**src/hdl/dhash_pkg.sv**
```systemverilog
// Package with shared constants, types and codes of the double-modulus substring hash.
`default_nettype none
package dhash_pkg;

  localparam int MAX_LEN = 1024;
  localparam int ADDR_W  = (MAX_LEN > 1) ? $clog2(MAX_LEN) : 1;
  localparam int LEN_W   = $clog2(MAX_LEN + 1);
  localparam int IDX_W   = 10;
  localparam int CMP_W   = (LEN_W > IDX_W + 1) ? LEN_W : IDX_W + 1;
  localparam int VAL_W   = 31;
  localparam int MOD_W   = 32;
  localparam int ADD_W   = 33;
  localparam int DIV_W   = 63;
  localparam int CNT_W   = $clog2(DIV_W);

  localparam logic [VAL_W-1:0] BASE_ONE = VAL_W'(9973);
  localparam logic [VAL_W-1:0] BASE_TWO = VAL_W'(10007);

  localparam logic [VAL_W-1:0] MOD_ONE_RESET = VAL_W'(1099999997);
  localparam logic [VAL_W-1:0] MOD_TWO_RESET = VAL_W'(892846183);

  // Register decode on paddr[2].
  localparam logic REG_MOD_ONE = 1'b0;
  localparam logic REG_MOD_TWO = 1'b1;

  localparam logic [1:0] FUNC_CLEAR  = 2'd0;
  localparam logic [1:0] FUNC_APPEND = 2'd1;
  localparam logic [1:0] FUNC_QUERY  = 2'd2;

  typedef enum logic [2:0] {
    ST_IDLE,
    ST_READ_A,
    ST_READ_B,
    ST_READ_C,
    ST_RUN_START,
    ST_RUN_WAIT,
    ST_DELIVER
  } seq_state_t;

  // One request to the shared multiply-reduce unit: (a*b + addend) mod modulus.
  typedef struct packed {
    logic [VAL_W-1:0] a;
    logic [VAL_W-1:0] b;
    logic [ADD_W-1:0] addend;
    logic [MOD_W-1:0] modulus;
  } mm_req_t;

endpackage
`default_nettype wire

```
**src/hdl/dhash_mulmod.sv**
```systemverilog
// Shared multiply-reduce unit: one product, then a bit-serial restoring reduction.
`default_nettype none
module dhash_mulmod
  import dhash_pkg::*;
(
  input  wire logic             clk,
  input  wire logic             rst,
  input  wire logic             start,
  input  wire mm_req_t          req,
  output logic                  busy,
  output logic                  done,
  output logic [VAL_W-1:0]      result
);

  mm_req_t            req_q;
  logic               mul_phase;
  logic [CNT_W-1:0]   cnt;
  logic [DIV_W-1:0]   dividend;
  logic [MOD_W-1:0]   rem;
  logic [MOD_W:0]     rem_shift;
  logic [MOD_W:0]     rem_diff;
  logic [DIV_W-1:0]   product;

  assign product   = DIV_W'(req_q.a) * DIV_W'(req_q.b) + DIV_W'(req_q.addend);
  assign rem_shift = {rem, dividend[DIV_W-1]};
  assign rem_diff  = rem_shift - {1'b0, req_q.modulus};
  assign result    = rem[VAL_W-1:0];

  always_ff @(posedge clk) begin
    if (rst) begin
      busy      <= 1'b0;
      mul_phase <= 1'b0;
      done      <= 1'b0;
    end else begin
      done <= 1'b0;
      if (start && !busy) begin
        busy      <= 1'b1;
        mul_phase <= 1'b1;
      end else if (mul_phase) begin
        mul_phase <= 1'b0;
      end else if (busy && cnt == '0) begin
        busy <= 1'b0;
        done <= 1'b1;
      end
    end
  end

  always_ff @(posedge clk) begin
    if (start && !busy) begin
      req_q <= req;
    end else if (mul_phase) begin
      dividend <= product;
      rem      <= '0;
      cnt      <= CNT_W'(DIV_W - 1);
    end else if (busy) begin
      dividend <= {dividend[DIV_W-2:0], 1'b0};
      rem      <= rem_diff[MOD_W] ? rem_shift[MOD_W-1:0] : rem_diff[MOD_W-1:0];
      cnt      <= cnt - CNT_W'(1);
    end
  end

  // The partial remainder always stays below the modulus.
  a_rem_below_mod: assert property (@(posedge clk) disable iff (rst)
    (busy && !mul_phase && !$past(start && !busy)) |-> (rem < req_q.modulus))
    else $error("remainder not below modulus");

  a_done_after_busy: assert property (@(posedge clk) disable iff (rst)
    done |-> $past(busy))
    else $error("done without work");

  a_no_restart: assert property (@(posedge clk) disable iff (rst)
    (busy && start) |=> busy)
    else $error("start while busy disturbed the unit");

endmodule
`default_nettype wire
```
**config.mk**
```make
export PLATFORM = sky130hd
export DESIGN_NAME = dhash_mulmod
export DESIGN_NICKNAME = d
export VERILOG_FILES = /design/src/hdl/dhash_pkg.sv /design/src/hdl/dhash_mulmod.sv
export SDC_FILE = /design/constraint.sdc
export NUM_CORES = 2
export LEC_CHECK = 0
export BUFFER_PORTS_ARGS = -buffer_cell sky130_fd_sc_hd__buf_2
export CAP_MARGIN = 5
export CORE_UTILIZATION = 50
export CTS_CLUSTER_DIAMETER = 60
export DETAILED_ROUTE_END_ITERATION = 6
export PLACE_DENSITY_LB_ADDON = 0.05
export SLEW_MARGIN = 20
export SYNTH_ARGS = -nofsm -noshare
export SYNTH_HDL_FRONTEND = slang
export SYNTH_SLANG_ARGS = --single-unit
```
**constraint.sdc**
```tcl
create_clock -name clk -period 8 [get_ports clk]
set_input_delay 1.2 -clock clk [delete_from_list [all_inputs] [get_ports clk]]
set_output_delay 1.2 -clock clk [all_outputs]
set_load 0.02 [all_outputs]
```
# After elaboration in Yosys (flattened, before gate mapping)
# Index checks and enable logic that the tools add are counted.
# Widths: inputs -> output; s select.
# op_classes
mux,10
reduce_logical,9
n_div,0
n_shift,0
add_sub_neg,3
magnitude_cmp,0
n_mul,1
eq_ne,1
n_bitwise,1
# op_table
operator,count
$mux 63,2
$mux 32,2
$add 62x33->63,1
$mul 31x31->62,1
$sub 33x32->33,1
$logic_not 6->1,1
$mux 6,1
$sub 6x1->6 const B,1
$mux 1,5
$reduce_and 2->1,2
$reduce_bool 2->1,2
$reduce_or 3->1,1
$logic_and 1x1->1,2
$ne 2x1->1 const B,1
$logic_not 1->1,1
$not 1->1,1
# totals
register_bits,231
mem_bits_ro,0
out_inout_bits,33
memories,0
ramBits,0
latch_bits,0
input_bits,130
wordCells,35

# Depth between registers and ports, before layout
# depth
word_depth,5
ltp_mapped,27

# Least setup slack after synthesis
# Ideal clock, no wire load.
# synth_path
path_kind,register to register
start,register req_q[81] in the netlist's numbering
end,"register dividend[55], data pin"
required_time_ps,7740
slack_ps,629
period_less_slack_ps,7371
path_stages_with_launch,26
arrival_time_ps,7111
n_path_buf,2
path_cell_list,edfxtp_1 > clkbuf_1 > and2_1 > fa_1 > inv_1 > fa_1 > inv_1 > fa_1 > inv_1 > fa_1 > inv_1 > fa_1 > fa_1 > fa_1 > fa_1 > ha_1 > buf_2 > a21o_1 > o21bai_1 > a311o_1 > o21ai_1 > nor2_1 > o41ai_4 > o21ai_1 > xor2_1 > mux2_2
# synth_between
elab_chain_len,3
# synth_lines
item,line_no,source
"start, declared",dhash_mulmod.sv:15,mm_req_t req_q;
"start signal, assigned",dhash_mulmod.sv:50,req_q <= req;
$mul 31x31->62,dhash_mulmod.sv:24,assign product = DIV_W'(req_q.a) * DIV_W'(req_q.b) + DIV_W'(req_q.addend);
$add 62x33->63,dhash_mulmod.sv:24,
$mux 63,dhash_mulmod.sv:51,end else if (mul_phase) begin
"end signal, assigned",dhash_mulmod.sv:52,dividend <= product;
"end signal, assigned",dhash_mulmod.sv:56,"dividend <= {dividend[DIV_W-2:0], 1'b0};"
"end, declared",dhash_mulmod.sv:18,logic [DIV_W-1:0] dividend;
# Every way passes these cells.
# A chain may end at the register's enable or synchronous reset.

# Worst setup path in the final report
# layout_path
start,register req_q[126] in the netlist's numbering
end,"register dividend[60], data pin"
# Same word-level chain as after synthesis.

==> reports/metrics.yaml <==
maxCapViolCount: 0
cts_made_buffers: 43
hold_violations: 0
whs_path_depth: 2
r2r_slack_ps: 240
firstDrtPassIters: 6
grt_antenna_before_repair: 3
skew_ps: 30.39
synth_ff_type: "edfxtp_1"
r2r.worst_path.cells: 24
fin_ws_ps: 242.5
cp.required_ps: 8430
drtAntennaViolNets: 0
pre_cts_ws_ps: 132.8
start_util_pct: 50.48
first_iter_violations: 1547
die_h_um: 295.2
drt_drc_violations_left: 0
rr_endpoint: "dividend[60]$_DFFE_PP_"
crit_path_end_kind: "register"
ys_warn_count: 0
cts_sinks: 231
path_max_fanout: 5
grt_pass1_wl_um: 176500
synth-seq-cells: 231
cts_root_buf: "clkbuf_16"
gp_congestion: 0.8564
fin_crit_ps: 7757
fmax_mhz: 128.9
rows: 107
wl_per_cell_um: 19.58
rsz0062_at_grt: "yes"
yosysSeqAreaShare_pct: 16.07
max_slew_margin_pct: 31.09
io_buffers: 162
gr-total-overflow: 0
first_global_vias: 31590
cts_tree: "built"
final_cells: 5587
clk_pin_slew_ps: 50
final_net_count: 5709
synthArstFlopShare_pct: 0
vias: 29400
syn_to_final_growth_pct: 9.763
ios: 163
placedCellCount: 5476
holdPathEnd: "dividend[53]$_DFFE_PP_"
crit_type: "register to register"
track_usage_pct: 26.36
synth_area_per_cell_um2: 9.978
setup-violations-final: 0
clock_latency_ps: 630
routed_wl_um: 109400
netlist_area_um2: 42980
viasPerCell: 5.262
hp-start: "dividend[52]$_DFFE_PP_"
fill_cells: 7737
seq_area_um2: 6910
worstMarginPinSlew_ps: 1032
reg2reg_from: "req_q[126]$_DFFE_PP_"
multi_input_area_um2: 31880
grt_max_degree: 61
syn_nets: 5608
htree_levels: 2
die_w_um: 295.2
cts.path.max_buffers: 3
final_area_um2: 47180
dpl_cell_area_um2: 45350
synthesis.instances: 4308
layout-drive-gt1-share_pct: 10.88
slew_violations: 0
synth_edf_count: 228
core_um2: 85150
hp-class: "register to register"
worstPathArrival_ps: 8190
period_share_pct: 96.97
die-area_um2: 87140
outcome: "complete, no violations"
final_util_pct: 55.41
dp_hpwl_um: 89570
setup.worst_path.start_class: "register"
ys_types: 80
[placed cells by master (no fill, tap or decap), types with 26 or more instances in the layout]
cell       count
buf_4        139
xnor2_1       52
nand4_1       30
nand2_1      449
edfxtp_1     228
inv_1        815
buf_2        163
nor2_1       103
a21o_1        44
clkbuf_16     44
and2_1       599
nand3_1       26
buf_12        26
mux2_2        49
a21oi_1      124
ha_1         295
mux2i_1       27
o21ai_0       59
fa_1         871
[synthesized netlist by cell type, types with 4 or more instances]
master      n  area share (%)
ha_1      299             8.7
nand4_1    30            0.44
o41ai_1     5            0.10
o31ai_1     4           0.070
xor2_1     22            0.45
a21oi_1   125             1.5
o21a_1     12            0.21
or2_2       4           0.058
a21o_1     45            0.79
mux2_2     49             1.3
o211ai_1    6            0.10
inv_1     815             7.1
a31oi_1    15            0.22
o311ai_0    4           0.081
nor2b_1    12            0.17
clkbuf_1  223             1.9
buf_6       5            0.13
nor2_1    105            0.92
buf_4      32            0.56
a21boi_0    4           0.070
edfxtp_1  228              16
and3_1     13            0.19
nand2_1   450             3.9
mux2i_1    27            0.63
nor3_1     24            0.28
o21bai_1   16            0.28
and2_1    599             8.7
buf_2      12            0.14
nor4_1      5           0.073
nor3b_1     4           0.070
fa_1      871              41
xnor2_1    52             1.1
nand3_1    26            0.30
nand2b_1   12            0.17
o21ai_1     4           0.047
nand3b_1    5           0.087
or3_1       9            0.13
and4_1      6            0.12
a211oi_1    7            0.12
o21ai_0    59            0.69
[state kept, by name, summed over array words and instances (netlist names)]
| name | flops |
|---|---|
| req_q | 127 |
| busy | 1 |
| rem | 32 |
| mul_phase | 1 |
| cnt | 6 |
| done | 1 |
| dividend | 63 |
[layout make-up]
class / instances / share of cell area [%]
Timing Repair Buffer: 330 / 5.113
Antenna cell: 2 / 0.01061
Multi-Input combinational cell: 2988 / 67.57
Clock buffer: 47 / 2.334
Sequential cell: 231 / 14.65
Clock inverter: 30 / 0.8062
Tap cell: 1144 / 3.034
Inverter: 815 / 6.484
[what timing repair did]
item                                    CTS  global route
endpoints found under the setup margin    0            18
gates resized for setup                   0            15
setup buffers                             0            31
hold buffers                              0             0
[cells by family after synthesis]
group           synth area share (%)
flops                          16.07
mux                            1.947
compound gates                 5.438
fa+ha+maj                      49.27
buf+inv                        9.911
xor+xnor                       1.508
simple gates                   15.86
[how the worst max path moves through the flow]
stage | start | slack [ps] | to | depth (start not counted)
final | req_q[126]$_DFFE_PP_ | 240 | dividend[60]$_DFFE_PP_ | 24
after global routing | req_q[72]$_DFFE_PP_ | -20 | dividend[60]$_DFFE_PP_ | 24
after CTS | req_q[86]$_DFFE_PP_ | 80 | dividend[60]$_DFFE_PP_ | 22
after detailed placement | req_q[76]$_DFFE_PP_ | 130 | dividend[55]$_DFFE_PP_ | 23
after global placement | req_q[86]$_DFFE_PP_ | 130 | dividend[60]$_DFFE_PP_ | 22
after floorplan | req_q[81]$_DFFE_PP_ | 630 | dividend[55]$_DFFE_PP_ | 25
[per-stage QoR]
stage	setup TNS (ps)	hold WS, ps
after CTS	0	527.2
after floorplan	0	498.4
final	0	523.8
after global placement	0	510.5
after global routing	-24.79	548.5
after detailed placement	0	512.3
[routing by layer]
metal | part of all wire (%) | up-vias | wire [um] | GRT usage [%]
met2 | 48 | 641 | 52200 | 43.29
met4 | 2.5 | 0 | 2762 | 7.292
met5 | 0 | - | 0 | 0
li1 | - | 13390 | - | -
met3 | 4.8 | 133 | 5211 | 3.541
met1 | 45 | 15240 | 49200 | 36.68
[critical path, cell delays in order (launching register included)]
cell and delay (ps):
edfxtp_1 550, nand2_1 170, fa_1 560, inv_1 50, fa_1 490, fa_1 510
inv_1 50, fa_1 470, inv_1 60, fa_1 500, fa_1 510, fa_1 590
inv_1 70, fa_1 490, inv_1 50, ha_1 330, buf_4 180, nand4_1 100
or3_1 370, or3_1 370, o211a_1 260, o21ai_4 130, a41oi_4 210, or2_0 260
o311ai_1 240
Power is left out: the tool's default activity adds up to more than one toggle a clock period on the data nets, which glitch-free logic cannot reach.
